<file path="src/sib_pkg.sv">
// Shared types and constants for the spectral irregularity block.
// No dependencies; imported by every module of the block.
package sib_pkg;

    // Field widths
    localparam int AMP_W  = 16;
    localparam int RMS_W  = 16;
    localparam int SUM_W  = 18;            // three-bin sum and deviation
    localparam int PROD_W = 2 * SUM_W;     // sum times deviation
    localparam int WDS_W  = 48;            // weighted deviation accumulator
    localparam int LMS_W  = 30;            // local mean accumulator
    localparam int RL_W   = RMS_W + LMS_W; // rms times local mean sum
    localparam int DEN_W  = 48;            // 3 * rms * local mean sum
    localparam int FRAC_W = 16;            // fraction bits of Q16.16
    localparam int QUO_W  = 32;            // result width
    localparam int CNT_W  = $clog2(QUO_W);

    // One finished frame handed from front to back
    typedef struct packed {
        logic [WDS_W-1:0] wds;
        logic [LMS_W-1:0] lms;
        logic [RMS_W-1:0] rms;
    } t_job;

    // Back-end divider sequencer
    typedef enum logic [2:0] {
        ST_IDLE,
        ST_MUL,
        ST_SCALE,
        ST_CHECK,
        ST_DIV,
        ST_OUT
    } t_back_state;

endpackage

</file>
<file path="src/sib_front.sv">
// Front end: takes bins, keeps the three-bin window and the frame accumulators.
// Depends on sib_pkg; pushes one t_job per frame into sib_queue.
module sib_front (
    input  logic                  i_clk,
    input  logic                  i_rst_n,
    input  logic                  i_valid,
    output logic                  o_ready,
    input  logic [15:0]           i_amplitude,
    input  logic                  i_frame_end,
    input  logic [15:0]           i_frame_rms,
    output logic                  o_push,
    output sib_pkg::t_job         o_job,
    input  logic                  i_full
);
    import sib_pkg::*;

    logic [AMP_W-1:0]  r_older;
    logic [AMP_W-1:0]  r_newer;
    logic [1:0]        r_fill;

    logic              r_p1_valid;
    logic              r_p1_last;
    logic              r_p1_contrib;
    logic [SUM_W-1:0]  r_p1_sum;
    logic [SUM_W-1:0]  r_p1_dev;
    logic [RMS_W-1:0]  r_p1_rms;

    logic              r_p2_valid;
    logic              r_p2_last;
    logic              r_p2_contrib;
    logic [PROD_W-1:0] r_p2_prod;
    logic [SUM_W-1:0]  r_p2_sum;
    logic [RMS_W-1:0]  r_p2_rms;

    logic [WDS_W-1:0]  r_wds;
    logic [LMS_W-1:0]  r_lms;

    logic              w_adv;
    logic              w_take;
    logic [SUM_W-1:0]  w_sum;
    logic [SUM_W-1:0]  w_three_a;
    logic [SUM_W-1:0]  w_dev;
    logic [PROD_W-1:0] w_prod;
    logic [WDS_W-1:0]  w_wds_next;
    logic [LMS_W-1:0]  w_lms_next;

    // Stall the whole pipe only when a frame end cannot enter the queue
    assign w_adv   = !(r_p2_valid && r_p2_last && i_full);
    assign o_ready = w_adv;
    assign w_take  = i_valid && w_adv;

    // Three-bin sum and absolute deviation of the middle bin
    assign w_sum     = SUM_W'(r_older) + SUM_W'(r_newer) + SUM_W'(i_amplitude);
    assign w_three_a = SUM_W'({r_newer, 1'b0}) + SUM_W'(r_newer);
    assign w_dev     = (w_three_a >= w_sum) ? (w_three_a - w_sum) : (w_sum - w_three_a);

    assign w_prod = r_p1_sum * r_p1_dev;

    // Accumulate the bin leaving the pipe
    assign w_wds_next = r_wds + (r_p2_contrib ? WDS_W'(r_p2_prod) : '0);
    assign w_lms_next = r_lms + (r_p2_contrib ? LMS_W'(r_p2_sum) : '0);

    assign o_push    = r_p2_valid && r_p2_last && w_adv;
    assign o_job.wds = w_wds_next;
    assign o_job.lms = w_lms_next;
    assign o_job.rms = r_p2_rms;

    // Advance window: shift in each bin, clear at frame end
    always_ff @(posedge i_clk) begin
        if (!i_rst_n) begin
            r_older <= '0;
            r_newer <= '0;
            r_fill  <= '0;
        end else if (w_take) begin
            if (i_frame_end) begin
                r_older <= '0;
                r_newer <= '0;
                r_fill  <= '0;
            end else begin
                r_older <= r_newer;
                r_newer <= i_amplitude;
                if (r_fill != 2'd2) begin
                    r_fill <= r_fill + 2'd1;
                end
            end
        end
    end

    // Pipeline valid and control bits
    always_ff @(posedge i_clk) begin
        if (!i_rst_n) begin
            r_p1_valid <= 1'b0;
            r_p2_valid <= 1'b0;
        end else if (w_adv) begin
            r_p1_valid <= i_valid;
            r_p2_valid <= r_p1_valid;
        end
    end

    // Pipeline payload: stage one forms sum and deviation, stage two multiplies
    always_ff @(posedge i_clk) begin
        if (w_adv) begin
            r_p1_last    <= i_frame_end;
            r_p1_contrib <= (r_fill == 2'd2);
            r_p1_sum     <= w_sum;
            r_p1_dev     <= w_dev;
            r_p1_rms     <= i_frame_rms;
            r_p2_last    <= r_p1_last;
            r_p2_contrib <= r_p1_contrib;
            r_p2_prod    <= w_prod;
            r_p2_sum     <= r_p1_sum;
            r_p2_rms     <= r_p1_rms;
        end
    end

    // Frame accumulators, cleared once the frame is handed off
    always_ff @(posedge i_clk) begin
        if (!i_rst_n) begin
            r_wds <= '0;
            r_lms <= '0;
        end else if (w_adv && r_p2_valid) begin
            if (r_p2_last) begin
                r_wds <= '0;
                r_lms <= '0;
            end else begin
                r_wds <= w_wds_next;
                r_lms <= w_lms_next;
            end
        end
    end

endmodule

</file>
<file path="src/sib_queue.sv">
// Small FIFO of finished-frame jobs between front end and divider.
// Depends on sib_pkg for the t_job payload.
module sib_queue #(
    parameter int DEPTH = 2
) (
    input  logic          i_clk,
    input  logic          i_rst_n,
    input  logic          i_push,
    input  sib_pkg::t_job i_job,
    output logic          o_full,
    input  logic          i_pop,
    output sib_pkg::t_job o_job,
    output logic          o_empty
);
    import sib_pkg::*;

    localparam int AW = (DEPTH > 1) ? $clog2(DEPTH) : 1;
    localparam int CW = $clog2(DEPTH + 1);

    t_job            r_mem [DEPTH];
    logic [AW-1:0]   r_wr_ptr;
    logic [AW-1:0]   r_rd_ptr;
    logic [CW-1:0]   r_count;
    logic            w_do_push;
    logic            w_do_pop;

    assign o_full    = (r_count == CW'(DEPTH));
    assign o_empty   = (r_count == '0);
    assign w_do_push = i_push && !o_full;
    assign w_do_pop  = i_pop && !o_empty;
    assign o_job     = r_mem[r_rd_ptr];

    // Write entry
    always_ff @(posedge i_clk) begin
        if (w_do_push) begin
            r_mem[r_wr_ptr] <= i_job;
        end
    end

    // Advance pointers and count
    always_ff @(posedge i_clk) begin
        if (!i_rst_n) begin
            r_wr_ptr <= '0;
            r_rd_ptr <= '0;
            r_count  <= '0;
        end else begin
            if (w_do_push) begin
                r_wr_ptr <= (r_wr_ptr == AW'(DEPTH - 1)) ? '0 : r_wr_ptr + AW'(1);
            end
            if (w_do_pop) begin
                r_rd_ptr <= (r_rd_ptr == AW'(DEPTH - 1)) ? '0 : r_rd_ptr + AW'(1);
            end
            if (w_do_push && !w_do_pop) begin
                r_count <= r_count + CW'(1);
            end else if (w_do_pop && !w_do_push) begin
                r_count <= r_count - CW'(1);
            end
        end
    end

endmodule

</file>
<file path="src/sib_back.sv">
// Back end: forms 3*rms*sum(s) and divides the weighted deviation by it,
// one quotient bit per cycle. Depends on sib_pkg.
module sib_back (
    input  logic          i_clk,
    input  logic          i_rst_n,
    input  logic          i_empty,
    input  sib_pkg::t_job i_job,
    output logic          o_pop,
    output logic          o_valid,
    input  logic          i_ready,
    output logic [31:0]   o_irregularity,
    output logic          o_status
);
    import sib_pkg::*;

    t_back_state        r_state;
    t_back_state        n_state;

    t_job               r_job;
    logic [RL_W-1:0]    r_prod;
    logic [DEN_W-1:0]   r_den;
    logic [DEN_W-1:0]   r_rem;
    logic [QUO_W-1:0]   r_lo;
    logic [QUO_W-1:0]   r_quo;
    logic [CNT_W-1:0]   r_cnt;
    logic [QUO_W-1:0]   r_result;
    logic               r_status;

    logic [RL_W-1:0]    w_rl;
    logic               w_den_zero;
    logic               w_sat;
    logic [DEN_W:0]     w_trial;
    logic               w_ge;
    logic [DEN_W:0]     w_diff;

    assign w_rl       = r_job.rms * r_job.lms;
    assign w_den_zero = (r_den == '0);
    assign w_sat      = {{FRAC_W{1'b0}}, r_job.wds} >= {r_den, {FRAC_W{1'b0}}};
    assign w_trial    = {r_rem, r_lo[QUO_W-1]};
    assign w_ge       = (w_trial >= {1'b0, r_den});
    assign w_diff     = w_trial - {1'b0, r_den};

    // Next state
    always_comb begin
        n_state = r_state;
        case (r_state)
            ST_IDLE: begin
                if (!i_empty) begin
                    n_state = ST_MUL;
                end
            end
            ST_MUL:   n_state = ST_SCALE;
            ST_SCALE: n_state = ST_CHECK;
            ST_CHECK: begin
                if (w_den_zero || w_sat) begin
                    n_state = ST_OUT;
                end else begin
                    n_state = ST_DIV;
                end
            end
            ST_DIV: begin
                if (r_cnt == '0) begin
                    n_state = ST_OUT;
                end
            end
            ST_OUT: begin
                if (i_ready) begin
                    n_state = ST_IDLE;
                end
            end
            default: n_state = ST_IDLE;
        endcase
    end

    // Outputs decoded from state
    always_comb begin
        o_pop   = 1'b0;
        o_valid = 1'b0;
        case (r_state)
            ST_IDLE: o_pop   = !i_empty;
            ST_OUT:  o_valid = 1'b1;
            default: begin
                o_pop   = 1'b0;
                o_valid = 1'b0;
            end
        endcase
    end

    assign o_irregularity = r_result;
    assign o_status       = r_status;

    always_ff @(posedge i_clk) begin
        if (!i_rst_n) begin
            r_state <= ST_IDLE;
        end else begin
            r_state <= n_state;
        end
    end

    // Datapath: load job, form denominator, run restoring division
    always_ff @(posedge i_clk) begin
        case (r_state)
            ST_IDLE: begin
                if (!i_empty) begin
                    r_job <= i_job;
                end
            end
            ST_MUL: begin
                r_prod <= w_rl;
            end
            ST_SCALE: begin
                r_den <= DEN_W'({r_prod, 1'b0}) + DEN_W'(r_prod);
            end
            ST_CHECK: begin
                r_rem <= DEN_W'(r_job.wds[WDS_W-1:FRAC_W]);
                r_lo  <= {r_job.wds[FRAC_W-1:0], {FRAC_W{1'b0}}};
                r_quo <= '0;
                r_cnt <= CNT_W'(QUO_W - 1);
                if (w_den_zero) begin
                    r_result <= '0;
                    r_status <= 1'b1;
                end else if (w_sat) begin
                    r_result <= '1;
                    r_status <= 1'b0;
                end
            end
            ST_DIV: begin
                r_rem <= w_ge ? w_diff[DEN_W-1:0] : w_trial[DEN_W-1:0];
                r_lo  <= {r_lo[QUO_W-2:0], 1'b0};
                r_quo <= {r_quo[QUO_W-2:0], w_ge};
                r_cnt <= r_cnt - CNT_W'(1);
                if (r_cnt == '0) begin
                    r_result <= {r_quo[QUO_W-2:0], w_ge};
                    r_status <= 1'b0;
                end
            end
            default: begin
                r_cnt <= r_cnt;
            end
        endcase
    end

endmodule

</file>
<file path="src/spectral_irregularity_beauchamp_top.sv">
// Spectral irregularity (Beauchamp) over a streamed frame of bin magnitudes.
//
// Input stream: one bin per transaction. i_s_tdata carries amplitude and the
// frame RMS; i_s_tlast marks the last bin, and the RMS is sampled only there.
// Output stream: one transaction per frame. o_m_tdata is the irregularity
// in unsigned Q16.16, saturated at all ones; o_m_tuser is the status
// (1 = zero denominator, result forced to 0).
// Throughput: one bin per cycle while the queue has room. A front pipeline
// accumulates the frame; finished frames wait in a QUEUE_DEPTH-entry queue
// for the divider, which pops a job, forms the denominator, checks it and
// runs the one-bit-per-cycle restoring divide before the output handshake;
// the divide is skipped when the denominator is zero or the ratio saturates.
// The divider takes no new frame until its result is accepted. When frames
// are shorter than the divider time the queue fills and the input is
// back-pressured. When the receiver stalls, the result is held and the
// front keeps accepting bins until the queue is full.
// Reset (synchronous, active low) clears the window, the accumulators,
// the queue and the divider; no result is pending afterward.
module spectral_irregularity_beauchamp_top #(
    parameter int QUEUE_DEPTH = 2
) (
    input  logic        i_clk,
    input  logic        i_rst_n,
    input  logic        i_s_tvalid,
    output logic        o_s_tready,
    input  logic [31:0] i_s_tdata,   // [15:0] amplitude, [31:16] frame_rms
    input  logic        i_s_tlast,   // frame_end
    output logic        o_m_tvalid,
    input  logic        i_m_tready,
    output logic [31:0] o_m_tdata,   // [31:0] irregularity
    output logic        o_m_tuser    // [0] status
);
    import sib_pkg::*;

    t_job w_push_job;
    t_job w_pop_job;
    logic w_push;
    logic w_full;
    logic w_pop;
    logic w_empty;

    sib_front u_front (
        .i_clk       (i_clk),
        .i_rst_n     (i_rst_n),
        .i_valid     (i_s_tvalid),
        .o_ready     (o_s_tready),
        .i_amplitude (i_s_tdata[15:0]),
        .i_frame_end (i_s_tlast),
        .i_frame_rms (i_s_tdata[31:16]),
        .o_push      (w_push),
        .o_job       (w_push_job),
        .i_full      (w_full)
    );

    sib_queue #(
        .DEPTH (QUEUE_DEPTH)
    ) u_queue (
        .i_clk   (i_clk),
        .i_rst_n (i_rst_n),
        .i_push  (w_push),
        .i_job   (w_push_job),
        .o_full  (w_full),
        .i_pop   (w_pop),
        .o_job   (w_pop_job),
        .o_empty (w_empty)
    );

    sib_back u_back (
        .i_clk          (i_clk),
        .i_rst_n        (i_rst_n),
        .i_empty        (w_empty),
        .i_job          (w_pop_job),
        .o_pop          (w_pop),
        .o_valid        (o_m_tvalid),
        .i_ready        (i_m_tready),
        .o_irregularity (o_m_tdata),
        .o_status       (o_m_tuser)
    );

endmodule

</file>
<file path="config.mk">
export PLATFORM = sky130hd
export DESIGN_NAME = spectral_irregularity_beauchamp_top
export DESIGN_NICKNAME = d
export VERILOG_FILES = /design/src/sib_pkg.sv /design/src/sib_front.sv /design/src/sib_queue.sv /design/src/sib_back.sv /design/src/spectral_irregularity_beauchamp_top.sv
export SDC_FILE = /design/constraint.sdc
export NUM_CORES = 2
export LEC_CHECK = 0
export ABC_CLOCK_PERIOD_IN_PS = 10850
export BUFFER_PORTS_ARGS = -buffer_cell sky130_fd_sc_hd__clkbuf_2
export CORE_MARGIN = 1
export CORE_UTILIZATION = 25
export DETAILED_ROUTE_END_ITERATION = 6
export PLACE_DENSITY_LB_ADDON = 0.1
export SYNTH_ARGS = -nofsm -noshare
export SYNTH_HDL_FRONTEND = slang
export SYNTH_SLANG_ARGS = --single-unit
</file>
<file path="constraint.sdc">
create_clock -name i_clk -period 10.85 [get_ports i_clk]
set_clock_uncertainty 0.2 [all_clocks]
set_input_delay 0.5425 -clock i_clk [delete_from_list [all_inputs] [get_ports i_clk]]
set_output_delay 0.5425 -clock i_clk [all_outputs]
set_load 0.05 [all_outputs]
</file>
# == Yosys cells after proc, flatten, opt, wreduce, memory -nomap -nowiden ==
# Memory sizes are Yosys's and may differ from the RTL's. A register that Yosys moved wholly into a read port is not among the register bits.
# Cells that the tools add are included.
# totals
reg_bits,490
latchBits,0
mem_bits_rw,188
mem_bits_ro,0
in_bits,37
output_inout_bits,35
elab_cells,124
memories,1
# mem_list
memory,depth,width,rd,rd_ports_with_merged_regs,wr,line,source
u_queue.r_mem,2,94,1,1,1,sib_queue.sv:20,t_job r_mem [DEPTH];
# op_classes
add_sub_neg,15
mul,2
n_div,0
magnitude_cmp,3
eq_ne,12
shifts,0
muxes,35
bitwise_logic,1
reduce_logical,26
# op_table
op,n
$pmux W32 S2,2
$mux W32,3
$mux W48,2
$pmux W48 S2,1
$ge A48 B64 Y1,1
$pmux W31 S2,1
$ge A49 B48 Y1,1
$add A47 B46 Y48,1
$add A48 B48 Y48,1
$logic_not A48 Y1,1
$sub A48 B48 Y48,1
$mul A16 B30 Y46,1
$mul A18 B18 Y36,1
$mux W18,2
$mux W36,1
$sub A18 B18 Y18,2
$mux W16,2
$add A30 B30 Y30,1
$mux W30,1
$add A17 B16 Y18,1
$add A18 B16 Y18,1
$ge A18 B18 Y1,1
$pmux W3 S6,1
$add A16 B16 Y17,1
26 further kinds,63

# == Logic depth before layout (Yosys ltp) ==
# logic_depth
word_depth,9
depth_mapped,31
ltp_nobuf,29

# == Cells and area by module ==
# From an unflattened synthesis, not the netlist that was laid out.
# unflattened
cells_unflattened,6351
area_unflattened_um2,64914.8
# by_module_without_submodules
module,n_inst,cells_each,area_per_inst_um2,seq_area_each_um2
sib_back,1,3276,32501.2,9699.3
sib_front,1,2758,25385.6,6065.8
sib_queue,1,317,7028.0,5745.5

# == Worst setup path before layout ==
# OpenSTA, ideal clock, no wires.
# synth_timing
path_kind,reg2reg
from,register u_front.r_p2_last
to,memory u_queue.r_mem[0][0] (netlist bit) (enable)
setup_time_ns,0.665
arrival_ns,7.039
required_time_ns,9.985
path_slack_ns,2.946
path_stages_with_launch,4
n_path_buf,1
period_less_slack_ns,7.904
path_cell_list,edfxtp_1 > clkbuf_1 > nand2_1 > nor3_1
# synth_between
elab_chain_len,7
# synth_lines
item,line,source
start: declaration,sib_front.sv:29,logic r_p2_last;
start signal: assignment,sib_front.sv:108,r_p2_last <= r_p1_last;
$logic_and A1 B1 Y1 (*),"sib_front.sv:48, sib_front.sv:63",
$logic_and A1 B1 Y1,sib_front.sv:48,assign w_adv = !(r_p2_valid && r_p2_last && i_full);
$logic_not A1 Y1,sib_front.sv:48,
$logic_and A1 B1 Y1 (*),sib_front.sv:63,assign o_push = r_p2_valid && r_p2_last && w_adv;
$logic_and A1 B1 Y1 (*),sib_queue.sv:29,assign w_do_push = i_push && !o_full;
$mux W1 (*),sib_queue.sv:35,if (w_do_push) begin
$mux W1 (implied by the code) (*),sib_queue.sv:36,r_mem[r_wr_ptr] <= i_job;
end: declaration,sib_queue.sv:20,
# Every way passes the cells marked *; elsewhere a longest branch is shown, timed or not.

# == Final worst setup path ==
# layout_timing
from,register u_front.r_newer[0]
to,register u_front.r_p1_dev[16] (data pin)
# layout_between
elab_chain_len,4
word_cells_on_any_way,7
cone_classes,5 x add/sub; 1 x order compare; 1 x mux
# layout_lines
item,line,source
start: declaration,sib_front.sv:18,logic [AMP_W-1:0] r_newer;
start signal: assignment,sib_front.sv:81,r_newer <= i_amplitude;
$add A16 B16 Y17,sib_front.sv:53,assign w_sum = SUM_W'(r_older) + SUM_W'(r_newer) + SUM_W'(i_amplitude);
$add A18 B16 Y18,sib_front.sv:53,
$sub A18 B18 Y18 / $ge A18 B18 Y1 (equally long branches),sib_front.sv:55,assign w_dev = (w_three_a >= w_sum) ? (w_three_a - w_sum) : (w_sum - w_three_a);
$mux W18 (*),sib_front.sv:55,
net u_front.w_dev[16],sib_front.sv:42,logic [SUM_W-1:0] w_dev;
end signal: assignment,sib_front.sv:106,r_p1_dev <= w_dev;
end: declaration,sib_front.sv:25,logic [SUM_W-1:0] r_p1_dev;
# Mark *: on every way through the listed nets, which the timed path passes. The rest lies on a longest branch.
# A chain may end at the register's enable or synchronous reset.

==> summary.txt <==
Status: complete, no violations
Post-Route Setup TNS: 0 ps
Register bit total from synthesis: 756
Final hold violations: 0
RSZ-0062 raised after global routing: no
Initial antenna violation count: 5
Post-synth top area share: 0.2912
Die Y: 513.8 µm
Max clock buf depth: 3
Mean Syn Cell Area: 10.18 µm²
Initial Util: 0.2519
Share of post-route cells with drive strength above 1: 0.06575
Post-synthesis sequential area ratio: 0.3281
Gate count after technology mapping: 6,435
Root Driver: clkbuf_16
Hold WC Path Type: in2reg
Final Wtd Congestion: 0.7971
Vias in the first global route: 47,205
I/O pin cnt: 72
CTS Sinks: 756
Htree depth: 3
CTS Hold Bufs: 32
CP peak stage delay: 700 ps
Max Cap Viol: 0
Std-Cell Rows: 187
Synth top area cells: edfxtp_1 29%, fa_1 20%, ha_1 9.5%, inv_1 5.2%, nand2_1 4.7%
Routed via count: 44,458
GRT overflow: 0
CP Max Fanout: 17
Period utilisation layout: 0.7035
Delay-heaviest family, CP: compound AO/OA/AOI/OAI gates
Synth warn: 0
Initial DRC count: 2,111
Clk_lat worst skew: 750 ps
Routed Antenna Nets: 0
CTS tree: done
Most frequent cell after synthesis: inv_1
Routed WL: 185.0 mm
Worst slew pin tran: 1111 ps
Number of distinct library cells after synthesis: 93
Area Growth Syn to Fin: 11.93%
Pin count of the biggest net entering global routing: 84
Critical path buffer and inverter count: 1
Post-CTS Setup Repair Bufs: 0
Reg clk slew, reported paths: 60 ps
Total GRT Usage: 0.1411
Core Area: 0.2599 mm²
First drt pass iteration count: 7
DR vias/cell: 4.442
Final core occ: 0.2820
Buffers on Ports: 71
Slowest-stage cell, CP: or2_1
CP endpoint kind: flop
Achievable clock frequency: 0.1310 GHz
Routed len/inst: 18.48 µm
Cell mode on critical path: a21oi_1
Critical path data arrival time: 7900 ps
Number of flops mapped to enable cells by yosys: 635
Post-DP HPWL: 140.7 mm
Asr flop ratio synth: 0
Syn_nets: 7,622
DR DRC count: 0
Post-CTS Resized: 0
CP Launch Type: flop
Critical path type: reg2reg
Period minus WS final: 7633 ps
Die width: 513.8 µm
Synth top cells by count: 902 x inv_1, 825 x nand2_1, 655 x fa_1
Max-slew violation count: 0
Worst endpoint required time: 11,120 ps
# setup viols final: 0
Nets: 7,613
Dominant cell type by area after synthesis: edfxtp_1
Number of buffers created by CTS: 101
Mapped Area: 0.06549 mm²
Die ar.: 0.2640 mm²
Top_reg_cell synth: edfxtp_1
First-pass GRT wire length: 290.0 mm
Max-slew headroom: 0.2584
## cells by family after synthesis
group,count (synthesis),share of synthesized area
muxes,142,0.02354
adders and majority gates,1150,0.2948
and+or+nand+nor,1871,0.1415
DFF,756,0.3281
xor gates and xnor gates,289,0.03865
buffers and inverters,1173,0.06851
AOI/OAI and AO/OA,1054,0.1049
## layout by cell type, fill, tap and decap left out, types with 171 or more instances in the layout
master    count
inv_1       901
nand2_1     821
fa_1        655
edfxtp_1    635
ha_1        495
and2_1      393
a21oi_1     310
xnor2_1     195
a21o_1      171
o21ai_0     171
## routing by layer
layer	global-route usage	routed length, µm	up-vias
met1	0.1956	90070	22216
met2	0.2319	85400	570
met5	0	0	-
met4	0.03478	4123	0
met3	0.01713	5406	208
li1	-	-	21464
## stage by stage
stage,cells,area (µm²),setup WS [ps],hold slack [ps]
2_1_floorplan,6435,65490,2946,200.3
3_3_place_gp,9787,69650,3289,203.3
3_5_place_dp,9787,69650,3263,205.7
4_1_cts,10006,73300,3197,0.01565
5_1_grt,10008,73300,2512,24.18
6_report,10009,73300,3217,62.97
## final timing paths
check	endpoint	slack (ps)	startpoint	cells past startpoint
max	u_front.r_p1_dev[16]$_DFFE_PN_	3220	u_front.r_newer[0]$_SDFFE_PN0P_	27
min	u_front.r_lms[13]$_SDFFE_PN0P_	60	i_rst_n	2
max reg2reg	u_front.r_p1_dev[16]$_DFFE_PN_	3220	u_front.r_newer[0]$_SDFFE_PN0P_	27
min reg2reg	u_front.r_p2_rms[4]$_DFFE_PN_	220	u_front.r_p1_rms[4]$_DFFE_PN_	0
## cell type report
cell class                 count  area (µm²)
antenna                        3       7.507
clock buffer                 133        2708
clock inverter                54       621.8
fill                       27354      186600
inverter                     902        3391
multi-input combinational   4506       39610
sequential                   756       21490
tap                         3496        4374
timing repair buffer         159        1099
## flip-flops by register name, summed over array words and instances, names as in the netlist, 2 cells and up
| name | flops |
|---|---|
| u_queue.r_count | 2 |
| u_front.r_wds | 48 |
| u_back.r_state | 3 |
| u_front.r_p2_rms | 16 |
| u_back.r_cnt | 5 |
| u_front.r_older | 16 |
| u_front.r_p2_sum | 18 |
| u_front.r_fill | 2 |
| u_back.r_quo | 31 |
| u_back.r_den | 48 |
| u_front.r_p1_dev | 18 |
| u_back.o_irregularity | 32 |
| u_front.r_p2_prod | 36 |
| u_back.r_prod | 46 |
| u_front.r_p1_sum | 18 |
| u_back.r_rem | 48 |
| u_front.r_p1_rms | 16 |
| u_front.r_lms | 30 |
| u_back.r_lo | 16 |
| u_back.r_job | 94 |
| u_queue.r_mem | 188 |
| u_front.r_newer | 16 |
Power is left out: the tool's default activity adds up to more than one toggle a clock period on the data nets, which glitch-free logic cannot reach.
